## src/rtl/core/sgs_pkg.sv

```systemverilog
// shared types and constants of the sobel gradient stream block
package sgs_pkg;

    localparam int PIXEL_W    = 8;
    localparam int GRAD_W     = 9;
    localparam int PACKED_W   = 32;
    localparam int HALF_W     = 16;
    localparam int CFG_IDX_W  = 8;
    localparam int CFG_DATA_W = 11;
    localparam int SUM_W      = 11;

    // configuration register indexes
    localparam logic [CFG_IDX_W-1:0] CFG_FRAME_WIDTH  = 8'd0;
    localparam logic [CFG_IDX_W-1:0] CFG_FRAME_HEIGHT = 8'd1;

    // frame size after reset, border excluded
    localparam int FRAME_WIDTH_RST  = 640;
    localparam int FRAME_HEIGHT_RST = 480;

    // position flags that travel with a pixel word
    typedef struct packed {
        logic emit;
        logic last;
    } t_pos;

    // one result word
    typedef struct packed {
        logic [GRAD_W-1:0] grad_x;
        logic [GRAD_W-1:0] grad_y;
        logic              frame_done;
    } t_result;

endpackage

```

## src/rtl/core/sgs_out_fifo.sv

```systemverilog
// three-entry result queue in front of the output channel
module sgs_out_fifo (
    input  logic             i_clk,
    input  logic             i_rst_n,
    input  logic             i_push,
    input  sgs_pkg::t_result i_data,
    output logic [1:0]       o_count,
    output logic             o_valid,
    input  logic             i_ready,
    output sgs_pkg::t_result o_data
);
    import sgs_pkg::*;

    t_result    r_buf [3];
    logic [1:0] r_wr_ptr;
    logic [1:0] r_rd_ptr;
    logic [1:0] r_count;
    logic       pop;

    assign pop     = (r_count != 2'd0) & i_ready;
    assign o_valid = (r_count != 2'd0);
    assign o_data  = r_buf[r_rd_ptr];
    assign o_count = r_count;

    // storage
    always_ff @(posedge i_clk) begin
        if (i_push) begin
            r_buf[r_wr_ptr] <= i_data;
        end
    end

    // pointers and fill count
    always_ff @(posedge i_clk) begin
        if (!i_rst_n) begin
            r_wr_ptr <= '0;
            r_rd_ptr <= '0;
            r_count  <= '0;
        end else begin
            if (i_push) begin
                r_wr_ptr <= (r_wr_ptr == 2'd2) ? 2'd0 : r_wr_ptr + 2'd1;
            end
            if (pop) begin
                r_rd_ptr <= (r_rd_ptr == 2'd2) ? 2'd0 : r_rd_ptr + 2'd1;
            end
            case ({i_push, pop})
                2'b10:   r_count <= r_count + 2'd1;
                2'b01:   r_count <= r_count - 2'd1;
                default: r_count <= r_count;
            endcase
        end
    end

endmodule
```

## config.mk

```make
export PLATFORM = sky130hd
export DESIGN_NAME = sgs_out_fifo
export DESIGN_NICKNAME = d
export VERILOG_FILES = /design/src/rtl/core/sgs_pkg.sv /design/src/rtl/core/sgs_out_fifo.sv
export SDC_FILE = /design/constraint.sdc
export NUM_CORES = 1
export LEC_CHECK = 0
export ABC_AREA = 1
export BUFFER_PORTS_ARGS = -buffer_cell sky130_fd_sc_hd__buf_2
export CAP_MARGIN = 10
export CORE_ASPECT_RATIO = 1.25
export CORE_UTILIZATION = 49
export DETAILED_ROUTE_END_ITERATION = 12
export HOLD_SLACK_MARGIN = 0.1
export PLACE_DENSITY = 0.83
export SLEW_MARGIN = 20
export SYNTH_ARGS = -nofsm -noshare
export SYNTH_HDL_FRONTEND = slang
export SYNTH_SLANG_ARGS = --single-unit
```

## constraint.sdc

```tcl
create_clock -name i_clk -period 2.3 [get_ports i_clk]
set_clock_uncertainty 0.05 [all_clocks]
set_input_delay 0.345 -clock i_clk [delete_from_list [all_inputs] [get_ports i_clk]]
set_output_delay 0.345 -clock i_clk [all_outputs]
set_load 0.1 [all_outputs]
```

==> impl_results.md <==
- Outcome: complete, no violations
- WHS Endpoint: r_buf[1][10]
- Hold path start: i_data[10]
- Sequential cell area fraction in the yosys report: 0.734
- Crit path cell chain: inv_2 > nand2_1 > a21oi_2 > buf_2
- Clock buffer depth: 2
- Sw Ratio: 0.399
- Unrepaired setup endpoints after global routing: no
- Worst EP arrival: 1.67 ns
- Most common cell in the synthesized netlist: edfxtp_1
- # diodes: 0
- WL/cell: 14.7 um
- FMAX: 484 MHz
- Fin util: 0.603
- CTS Sinks: 65
- Multiplexer area fraction after synthesis: 0
- Internal: 2030 uW
- Hpwl dp: 3.01 mm
- Post-CTS setup buffers: 0
- Max_slew headroom: 0.675
- Adder-cell area share of the yosys netlist: 0.00491
- Async SR Flop Fraction: 0
- Syn Nets: 214
- Comb pwr share: 0.333
- Core area: 5040 um^2
- Synthesized instance count: 190
- Synthesized-area fraction occupied by and/or/nand/nor cells: 0.0927
- Top_reg_cell synth: edfxtp_1
- First-pass GRT wire length: 7.02 mm
- Die height: 82.7 um
- R2R cell count: 4
- Power Total: 3370 uW
- I/O pins: 45
- Cts hold-fix bufs: 0
- Dpl ws: 0.580 ns
- Clock share of power: 0.258
- Antenna Nets Post-Route: 0
- P_sw: 1340 uW
- Critical R2R Capture: r_buf[1][15]
- CTS H-tree depth: 3
- Main combinational cell family by area after synthesis: compound AO/OA/AOI/OAI gates
- Yosys top cell area share: 0.671
- Layout Nets: 270
- Site Rows: 29
- R2R setup slack: 0.79 ns
- Root Buffer: clkbuf_8
- CP max stage delay: 0.44 ns
- Cell area power density: 1110 nW/um^2
- First-iteration detailed-routing DRC count: 55
- Pin count of the biggest net entering global routing: 20
- Die area: 5500 um^2
- Kind of launch point of the worst setup path: flop
- Yosys top cell by area: edfxtp_1
- Fraction of synthesized cell area in xor and xnor cells: 0
- Setup crit end kind: output pin
- Clock transition at path regs: 0.07 ns
- Synth cell types: 19
- Fin. max-slew vios: 0
- Ys Warns: 0
- Number of global-route vias before repair: 1519
- Die span in x: 66.5 um
- Starting Density: 0.506
- Worst Path Required: 1.90 ns
- Type of the worst setup path: flop to output pin
- Min Tclk post-route: 2.07 ns
- EDFF count, synth: 57
- RePlAce Congestion: 0.707
- GRT overflow: 0
- Drt first pass iters: 4
- Share of layout cells above drive strength 1: 0.404
- Clock Latency Late Sink: 0.33 ns
- Setup ws final: 0.233 ns
- Detailed-route via count: 1568
- Worst hold stages: 1
- Input/output buffers: 44
- IR drop worst, VDD: 0.858 mV
- CTS tree: yes
- Reg power frac: 0.409
- P_leak: 0.00118 uW
- HP Class: input port to flop
- Reg2reg start: r_wr_ptr[1]
- Total CTS buffers: 9
- Non-Filler Instances: 312
- Synth Register Bits: 65
- Post-CTS Resized: 0
- Critical path's slowest cell: buf_2
- Post-synthesis cell area: 2550 um^2
- Post-Syn Area per Cell: 13.4 um^2
- Area delta synth->final: 19.2%
- Period utilization: 0.899
- Gr usage total: 0.186
- Most frequent cells after synthesis: edfxtp_1, nor2_1, nand2_1
- Synth Area in Compound Gates: 0.119
- Final setup fails: 0
- Initial antenna violation count: 0
- Worst slew pin tran: 0.492 ns
- Top cells by area, synth: edfxtp_1, a21oi_2, dfxtp_1
- Total Wirelength: 4.57 mm
- Critical Path Fanout Max: 19
- Residual DRC: 0
- Max Cap Viol: 0
- Post-Route Setup TNS: 0 ns
- Hold Fails Final Rpt: 0
- Cells after DPL: 297
- Via/cell ratio: 5.03
-- routing by layer --
layer / up-vias / part of all wire / global-route usage
met5: - / 0 / 0
met4: 0 / 0.019 / 0.102
met3: 8 / 0.034 / 0.0522
met2: 42 / 0.53 / 0.313
met1: 742 / 0.42 / 0.214
li1: 776 / - / -
-- layout make-up --
class / count / area (um^2)
tap: 62 / 77.6
timing repair buffer: 51 / 273
multi-input combinational: 105 / 587
inverter: 14 / 53.8
fill: 405 / 2000
clock buffer: 10 / 128
sequential: 65 / 1870
clock inverter: 5 / 47.5
-- registers in the layout, summed over array words and instances (netlist names), named ones only --
| register | flops |
|---|---|
| r_wr_ptr | 2 |
| r_buf | 57 |
| o_count | 2 |
| r_rd_ptr | 2 |
-- worst max path at each step --
stage                             end  depth (start not counted)  slack [ns]
after floorplan           r_buf[2][0]                          2        0.09
after global placement     o_data[17]                          4        0.61
after detailed placement   o_data[12]                          4        0.58
after CTS                  o_data[18]                          4        0.21
after global routing        o_data[3]                          4         0.1
final                      o_data[18]                          4        0.23
-- layout by cell type (no fill, tap or decap), drive strengths merged --
| cell | n |
|---|---|
| nand3 | 2 |
| nor3 | 1 |
| nand2 | 27 |
| o21ai | 3 |
| inv | 13 |
| clkbuf | 10 |
| ha | 1 |
| a21oi | 41 |
| bufinv | 1 |
| edfxtp | 57 |
| dfxtp | 8 |
| clkinv | 5 |
| nor2 | 29 |
| buf | 51 |
| nand4 | 1 |
-- worst max-delay path: cells and delay by family, from the launching register on --
kind	cells	cell delay (ns)
flip-flops	1	0.33
AND/OR/NAND/NOR	1	0.12
buffers and inverters	2	0.71
AO/OA/AOI/OAI	1	0.17
-- kinds of logic (layout without fill, tap and decap cells) --
group | after synthesis | after routing
flip-flops | 65 | 65
AO/OA/AOI/OAI | 44 | 44
adder cells (fa/ha/maj) | 1 | 1
AND/OR/NAND/NOR | 60 | 60
buffers and inverters | 20 | 80
-- power groups by stage --
stage / sequential, uW / clock, uW / combinational (uW)
after floorplan: 1440 / 0 / 935
after global placement: 1400 / 0 / 1120
after detailed placement: 1400 / 0 / 1130
after CTS: 1380 / 888 / 1130
after global routing: 1390 / 943 / 1180
final: 1380 / 869 / 1120
-- per-stage QoR --
step / hold WS, ns / instance area, um^2
2_1_floorplan: 0.390 / 2580
3_3_place_gp: 0.400 / 2870
3_5_place_dp: 0.407 / 2870
4_1_cts: 0.148 / 3040
5_1_grt: 0.150 / 3040
6_report: 0.159 / 3040
Power figures use the tool's default switching activity.
