### config.mk
export PLATFORM = sky130hd
export DESIGN_NAME = sgs_window_calc
export DESIGN_NICKNAME = d
export VERILOG_FILES = /design/src/rtl/core/sgs_pkg.sv /design/src/rtl/core/sgs_window_calc.sv
export SDC_FILE = /design/constraint.sdc
export NUM_CORES = 1
export LEC_CHECK = 0
export BUFFER_PORTS_ARGS = -buffer_cell sky130_fd_sc_hd__buf_2
export CORE_MARGIN = 4
export CORE_UTILIZATION = 27
export CTS_CLUSTER_DIAMETER = 60
export DETAILED_ROUTE_END_ITERATION = 10
export PLACE_DENSITY = 0.41
export SYNTH_ARGS = -nofsm -noshare
export SYNTH_HDL_FRONTEND = slang
export SYNTH_SLANG_ARGS = --single-unit
### constraint.sdc
create_clock -name i_clk -period 9.8 [get_ports i_clk]
set_input_delay 1.96 -clock i_clk [delete_from_list [all_inputs] [get_ports i_clk]]
set_output_delay 1.96 -clock i_clk [all_outputs]
set_load 0.03 [all_outputs]
### src/rtl/core/sgs_pkg.sv
// shared types and constants of the sobel gradient stream block
package sgs_pkg;

    localparam int PIXEL_W    = 8;
    localparam int GRAD_W     = 9;
    localparam int PACKED_W   = 32;
    localparam int HALF_W     = 16;
    localparam int CFG_IDX_W  = 8;
    localparam int CFG_DATA_W = 11;
    localparam int SUM_W      = 11;

    // configuration register indexes
    localparam logic [CFG_IDX_W-1:0] CFG_FRAME_WIDTH  = 8'd0;
    localparam logic [CFG_IDX_W-1:0] CFG_FRAME_HEIGHT = 8'd1;

    // frame size after reset, border excluded
    localparam int FRAME_WIDTH_RST  = 640;
    localparam int FRAME_HEIGHT_RST = 480;

    // position flags that travel with a pixel word
    typedef struct packed {
        logic emit;
        logic last;
    } t_pos;

    // one result word
    typedef struct packed {
        logic [GRAD_W-1:0] grad_x;
        logic [GRAD_W-1:0] grad_y;
        logic              frame_done;
    } t_result;

endpackage

### src/rtl/core/sgs_window_calc.sv
// six-pixel window and the sobel sums for one pixel word
module sgs_window_calc (
    input  logic                        i_clk,
    input  logic                        i_rst_n,
    input  logic                        i_valid,
    input  logic [sgs_pkg::PIXEL_W-1:0] i_pixel,
    input  logic [sgs_pkg::PIXEL_W-1:0] i_up,
    input  logic [sgs_pkg::PIXEL_W-1:0] i_mid,
    input  sgs_pkg::t_pos               i_pos,
    output logic                        o_res_valid,
    output sgs_pkg::t_result            o_res
);
    import sgs_pkg::*;

    logic [PIXEL_W-1:0] r_win [6];
    logic [SUM_W-1:0]   x_pos;
    logic [SUM_W-1:0]   x_neg;
    logic [SUM_W-1:0]   y_pos;
    logic [SUM_W-1:0]   y_neg;
    logic [SUM_W-1:0]   x_diff;
    logic [SUM_W-1:0]   y_diff;

    // shift the window by one column
    always_ff @(posedge i_clk) begin
        if (!i_rst_n) begin
            for (int k = 0; k < 6; k++) begin
                r_win[k] <= '0;
            end
        end else if (i_valid) begin
            r_win[0] <= r_win[1];
            r_win[1] <= i_up;
            r_win[2] <= r_win[3];
            r_win[3] <= i_mid;
            r_win[4] <= r_win[5];
            r_win[5] <= i_pixel;
        end
    end

    // horizontal and vertical sums, wrapped to 11 bits two's complement
    always_comb begin
        x_pos  = {3'b0, i_up} + {2'b0, i_mid, 1'b0} + {3'b0, i_pixel};
        x_neg  = {3'b0, r_win[0]} + {2'b0, r_win[2], 1'b0} + {3'b0, r_win[4]};
        y_pos  = {3'b0, r_win[4]} + {2'b0, r_win[5], 1'b0} + {3'b0, i_pixel};
        y_neg  = {3'b0, r_win[0]} + {2'b0, r_win[1], 1'b0} + {3'b0, i_up};
        x_diff = x_pos - x_neg;
        y_diff = y_pos - y_neg;
    end

    // dropping the two low bits is the floor division by four
    assign o_res_valid      = i_valid & i_pos.emit;
    assign o_res.grad_x     = x_diff[SUM_W-1:2];
    assign o_res.grad_y     = y_diff[SUM_W-1:2];
    assign o_res.frame_done = i_pos.last;

endmodule

==> results by stage, run 1 <==
Yosys:
- In this run, synthesis inferred 48 flip-flops with an integrated enable.
- In this run the mean area of a mapped cell was ~11 sq um.
- The count of mapped cells out of synthesis is 384.
- The number of warnings printed during yosys synthesis is 0.
- Sequential cells were found to cover 34.3% of the synthesized design area.
- The register bit count reported by yosys is 48.
- The cell area after synthesis is 4200 sq um.
- The netlist uses 26 different library cells.
- The share of flip-flops with an asynchronous set or reset is 0%.
- The dominant register cell in the synthesized netlist is sky130_fd_sc_hd__edfxtp_1.
- The number of nets in the synthesized netlist is 495.

Drt:
- The DRC violation total after the first TritonRoute iteration is 75.
- The average wire per standard cell is 14.1 um.
- The average vias per placed instance is around 4.2.
- The detailed router placed 2,609 vias in this run.
- The first detailed-routing pass ran for 4 iterations.
- The remaining antenna violation count after routing is 0.
- The detailed-route DRC error count is 0.
- Summed over all layers, the routed wires come to 8720 um.

Clocking:
- The number of setup buffers added after CTS is 0.
- The buffer depth of the longest clock path is 2.
- Clock latency on the worst-skew pair, taken at its later pin, is approximately 300 ps.
- The tree is rooted in a sky130_fd_sc_hd__clkbuf_16.
- TritonCTS built the clock tree.
- The clock transition at the registers of the reported paths is 70 ps.
- In this run, CTS created clock tree buffers numbering 5.
- The clock sink count is 48.
- The number of hold buffers added after cts is 0.
- The H-tree depth is 2.
- After clock tree synthesis, the repair step resized 0 gates.

Floorplanning:
- The chip height is 133 um.
- Once the floorplan was initialized, standard cells occupied between 20% and 30% of the core.
- After floorplanning, the core was sized to cover 15,200 sq um.
- The number of rows created at floorplan is 45.
- Measured along the x axis, the die boundary spans 133 um.
- The I/O pin count is 49.
- The die footprint is 17,600 sq um.

Setup path:
- The largest individual stage delay along the critical path comes from the cell sky130_fd_sc_hd__fa_1.
- The cell family contributing the most delay on the critical path is adder cells.
- In this design, the critical path's most frequently occurring cell is sky130_fd_sc_hd__fa_1.
- The critical path goes through buf_2, fa_1, fa_1, inv_1, fa_1, inv_1, ha_1, nor2b_1, o2111ai_1, nand3_1, o41ai_1, xnor2_1, buf_2.
- The critical path crosses 13 cells after its start point.
- The arrival time at the worst endpoint is 5290 ps.
- STA classifies the critical path endpoint as an output pin.
- The kind of start point of the critical path is a primary input.
- The count of buffer and inverter cells on the critical path is 4.
- The delay of the slowest cell on the worst path is 550 ps.
- The number of cells on the worst reg-to-reg path is 1.
- The startpoint identified for the worst register-to-register timing path is r_win[5][1]$_SDFFCE_PN0P_.
- The setup check on the worst reg-to-reg path leaves a slack of around 8900 ps.
- In this run the critical register-to-register path is captured at r_win[4][1]$_SDFFCE_PN0P_.
- The critical path start-end classification is in -> out.
- Of all nets on the critical path, the largest fanout is 4.
- The endpoint required time on the critical path is 7840 ps.

STA:
- The final total negative setup slack is 0 ps.
- Setup repair after global routing left no endpoint under its margin.
- Measured against its own limit, the worst slew margin works out to 47.1%.
- The shortest period the worst path allows is 7250 ps.
- The number of pins with negative max-slew slack in the final report is 0.
- Setup violations remaining at the end of the flow were counted as 0.
- Of the available clock period, the critical path in the final layout requires 74.0%.
- The number of hold violations in the final report is 0.
- The final worst clock skew is 0.951 ps.
- The transition time at the pin with the least slew margin is 794 ps.
- Static timing analysis puts the maximum clock frequency at 0.138 GHz.

Global route:
- Global routing used ~11% of the available tracks across all layers.
- The routing usage on met2 is 18.2%.
- Entering global routing, the biggest net connects 51 pins.
- Global routing consumed, on the met3 layer, 2.51% of the routing resources.
- The global routing stage identified its most utilized layer as met2.
- The wire length of the first global-routing pass is 14,800 um.
- Summed over all layers, the global routing overflow is 0.
- The number of antenna violations at the first check in global routing was 0.
- The met1 track utilization from global routing is 13.9%.
- The via count of the first global-routing pass came to between 2,000 and 3,000.

Finish:
- Compared with the post-synthesis result, the final layout area differs by 14.8%.
- Ranked by flip-flop count, first place goes to r_win.
- In the layout the commonest cells are sky130_fd_sc_hd__inv_1, sky130_fd_sc_hd__fa_1, sky130_fd_sc_hd__and3_1, sky130_fd_sc_hd__edfxtp_1, sky130_fd_sc_hd__buf_2.
- The largest registers in the layout are r_win: 48 flops.
- The number of antenna diodes in the final layout is 0.
- The final layout contains 539 nets.
- Cells with a size suffix above 1 make up 15.0% of the layout.
- The count of fill cells added during filler insertion is around 1,600.
- The most common library cell in the layout ignoring fill and taps is sky130_fd_sc_hd__inv_1.
- The post-route cell area is 4830 sq um.
- The number of flip-flops under the largest register name is 48.

Placed design:
- The count of input and output buffers is 46.
- The placed standard-cell area is 4640 sq um.
- At the end of routability-driven placement, the weighted congestion stood at 0.796.
- Summed over all nets, the half-perimeter wirelength after detailed placement is around 6900 um.

Worst hold path:
- The endpoint of the worst hold path is r_win[2][5]$_SDFFCE_PN0P_.
- The tightest min-delay check is of the reg -> reg type.
- The launch instance of the worst min-delay path is r_win[3][5]$_SDFFCE_PN0P_.
- The cell depth of the worst hold path is 1.

Outcome:
- The flow ran to the end, and the final reports show no timing, DRC or antenna violations.

Flow run:
- Max-cap violations in this run came to 0.
-- worst max path at each step --
stage               start         to  slack (ps)
3_5_place_dp   i_pixel[3]   o_res[8]        2530
4_1_cts        i_pixel[3]   o_res[8]        2520
3_3_place_gp   i_pixel[3]  o_res[17]        2530
2_1_floorplan  i_pixel[0]  o_res[17]        2670
5_1_grt        i_pixel[3]   o_res[8]        2360
6_report       i_pixel[3]   o_res[8]        2550
-- cell type report --
cell class / count / area, sq um / area share [%]
Clock buffer: 5 / 125 / 2.59
Clock inverter: 2 / 60.1 / 1.24
Inverter: 121 / 454 / 9.41
Multi-Input combinational cell: 204 / 2260 / 46.9
Sequential cell: 48 / 1440 / 29.9
Tap cell: 188 / 235 / 4.87
Timing Repair Buffer: 48 / 245 / 5.08
-- cell usage after synthesis, drive strengths merged, types with 4 or more instances --
library cell | instances | area share (%)
inv | 121 | 11
nand2 | 6 | 0.54
and3 | 48 | 7.1
clkbuf | 10 | 0.89
nor2 | 14 | 1.3
a21oi | 8 | 1.1
fa | 62 | 30
nand3 | 6 | 0.71
ha | 20 | 6.0
nor3 | 4 | 0.48
o21ai | 4 | 0.48
xnor2 | 12 | 2.5
edfxtp | 48 | 34
-- routing by layer --
metal | routed length, um | vias up
met5 | 0 | -
met4 | 104 | 0
met3 | 285 | 8
met2 | 4390 | 39
met1 | 3940 | 1284
li1 | - | 1278
-- cell families after synthesis --
kind of cell,share of synthesized area [%]
buffers and inverters,11.9
AO/OA/AOI/OAI,4.17
adder cells (fa/ha/maj),35.5
flip-flops,34.3
AND/OR/NAND/NOR,11.3
XOR/XNOR,2.92
-- per-stage QoR --
stage	util, %	instances	hold WS, ps	setup WS (ps)
CTS	31.7	616	561	2520
global route	31.7	616	571	2360
detailed placement	30.5	609	543	2530
global placement	30.5	609	540	2530
finish	31.7	616	560	2550
floorplan	-	384	535	2670
Power of run 1 is not shown: default switching activity piles up to over one toggle a cycle in this logic, so the estimate is an artifact.
==> run 2: changes to the inputs <==
==> constraint.sdc (replaced) <==
create_clock -name i_clk -period 7.2 [get_ports i_clk]
set_input_delay 1.44 -clock i_clk [delete_from_list [all_inputs] [get_ports i_clk]]
set_output_delay 1.44 -clock i_clk [all_outputs]
set_load 0.03 [all_outputs]
==> run 2 against run 1 <==
Effect of this change:
- worst setup slack worse by 1600 ps
- worst hold slack better by 0.58 ps
- clock-buffer cell count unchanged
==> results by stage, run 2 (synthesis gave the netlist of run 1 again) <==
Global route:
- The maximum number of pins on one net before global-route repair is 51.
- The layer carrying the most global-route usage is met2.
- Global routing consumed, on the met2 layer, between 15 and 20% of the routing resources.
- The wire length of the first global-routing pass is between 10,000 and 15,000 um.
- The global routing met3 resource utilization is between 2 and 2.5%.
- The number of antenna violations at the first check in global routing is 0.
- Global routing used approximately a tenth of the available tracks across all layers.
- In the global route stage, met1 resource usage came out at a little over an eighth.
- The total overflow left after global routing is 0.
- The via count of the first global-routing pass came to about 2,800.

Placed design:
- Detailed placement finished with a half-perimeter wire length of 6880 um.
- The placed standard-cell area is 4640 sq um.
- The count of input and output buffers is 46.
- Prior to clock tree synthesis, the placed netlist has a worst setup slack of 943 ps.
- The routability congestion estimate is 0.795.

STA:
- The smallest setup slack after layout is between 900 and 1000 ps.
- Setup violations remaining at the end of the flow were counted as 0.
- The final worst clock skew is 1.17 ps.
- After routing, the total negative slack on setup checks comes to 0 ps.
- The smallest clock period supported by the final layout is computed as 6250 ps.
- The number of hold violations in the final report is 0.
- The upper clock frequency limit is between 0.15 and 0.2 GHz.
- The final critical path takes up ~87% of the cycle.
- The number of pins with negative max-slew slack in the final report is 0.
- At the pin with the least slew margin, the transition time is 799 ps.
- Setup repair after global routing left no endpoint under its margin.
- Measured against its own limit, the worst slew margin works out to 46.7%.

Finish:
- The area overhead of the layout relative to synthesis is 14.8%.
- Leaving out fill and tap cells, the most frequent cells in the layout are sky130_fd_sc_hd__inv_1, sky130_fd_sc_hd__fa_1, sky130_fd_sc_hd__and3_1, sky130_fd_sc_hd__edfxtp_1, sky130_fd_sc_hd__buf_2.
- The final net count is 539.
- The area of the multi-input gates is 2260 sq um.
- The number of flip-flops under the largest register name is 48.
- The number of antenna diodes in the final layout is 0.
- The fraction of final layout cells with drive strength greater than 1 is 15.0%.
- The most common library cell in the layout ignoring fill and taps is sky130_fd_sc_hd__inv_1.
- The sequential standard cell area is 1440 sq um.
- The post-route cell area is 4830 sq um.
- r_win holds more flip-flops than any other register.
- The largest registers in the layout are r_win: 48 flops.
- The count of fill cells added during filler insertion is 1,589.

Clocking:
- The clock sink count is 48.
- After clock tree synthesis, the clock-pin slew on the worst setup and hold paths is 70 ps.
- The number of hold buffers added after cts is 0.
- In this run the post-CTS setup repair buffer count came out at 0.
- TritonCTS built the clock tree.
- In this run the number of H-tree levels came out at 2.
- The buffer depth of the longest clock path is 2.
- Clock latency on the worst-skew pair, taken at its later pin, is 300 ps.
- In this run, post-CTS repair resized a total of 0 instances.
- The number of buffers added by the clock tree synthesis step is 5.
- Clock tree synthesis selected as its root buffer the cell sky130_fd_sc_hd__clkbuf_16.

Drt:
- The detailed router placed 2,577 vias in this run.
- The detailed-route DRC error count is 0.
- The remaining antenna violation count after routing is 0.
- Wires add up to 8650 um.
- The average wire per standard cell is 14.0 um.
- The average vias per placed instance is between 4 and 5.
- In this run, the number of DRC markers left after iteration 0 of detailed routing was 52.
- For this run, the detailed router's first-pass iteration total came to 4.

Worst hold path:
- The worst hold path belongs to the class reg -> reg.

Flow run:
- The tool flagged a number of max-cap violations equal to 0.

Floorplanning:
- After floorplanning, the core was divided into 45 placement rows.
- The starting density of the core is 27.6%.
- From left edge to right edge, the die measures 133 um.
- The chip height is 133 um.
- After floorplanning, the core was sized to cover 15,200 sq um.
- 49 I/O pins were placed.
- The floorplan step defined a die boundary enclosing roughly 18,000 sq um.

Setup path:
- The arrival time at the worst endpoint is 4810 ps.
- The critical path start-end classification is in -> out.
- The kind of start point of the critical path is a primary input.
- Data on the critical path is required at its endpoint by 5760 ps.
- The highest fanout seen on the critical path is 3.
- The worst setup path is captured at an output pin.

Outcome:
- The run finished with clean final reports.
run 2: cell counts in the layout (fill, tap and decap cells not counted):
No cell type changed its count.
run 2: worst max-delay path, cell delays in order:
cell,delay (ps)
sky130_fd_sc_hd__buf_2,80
sky130_fd_sc_hd__inv_1,70
sky130_fd_sc_hd__fa_1,550
sky130_fd_sc_hd__inv_1,50
sky130_fd_sc_hd__fa_1,350
sky130_fd_sc_hd__inv_1,80
sky130_fd_sc_hd__fa_1,420
sky130_fd_sc_hd__or3b_4,400
sky130_fd_sc_hd__fa_1,410
sky130_fd_sc_hd__nor2b_1,190
sky130_fd_sc_hd__o2111ai_1,120
sky130_fd_sc_hd__nand3_1,170
sky130_fd_sc_hd__o41ai_1,100
sky130_fd_sc_hd__xnor2_1,150
sky130_fd_sc_hd__buf_2,220
run 2: final cells by class:
type | instances | share of cell area [%]
Clock inverter | 2 | 1.24
Inverter | 121 | 9.41
Sequential cell | 48 | 29.9
Clock buffer | 5 | 2.59
Timing Repair Buffer | 48 | 5.08
Tap cell | 188 | 4.87
Multi-Input combinational cell | 204 | 46.9
run 2: path summary, 6_finish.rpt:
path | cells past startpoint | to | slack, ps | start
worst min-delay path | 1 | r_win[2][4]$_SDFFCE_PN0P_ | 560 | r_win[3][4]$_SDFFCE_PN0P_
worst max register to register | 1 | r_win[4][1]$_SDFFCE_PN0P_ | 6330 | r_win[5][1]$_SDFFCE_PN0P_
worst max-delay path | 15 | o_res[8] | 950 | i_pixel[0]
worst min register to register | 1 | r_win[2][4]$_SDFFCE_PN0P_ | 560 | r_win[3][4]$_SDFFCE_PN0P_
run 2: stage by stage:
stage / instances / utilization [%] / hold slack, ps
final: 616 / 31.7 / 560
after global routing: 616 / 31.7 / 571
after CTS: 616 / 31.7 / 561
after detailed placement: 609 / 30.5 / 543
after global placement: 609 / 30.5 / 540
after floorplan: 384 / - / 535
run 2: metal layers:
metal  share of wire, %  up-vias
met1                 45     1257
met2                 50       34
met3                3.5        7
met4                1.1        0
met5                  0        -
li1                   -     1279
Power of run 2 is left out for the same reason.
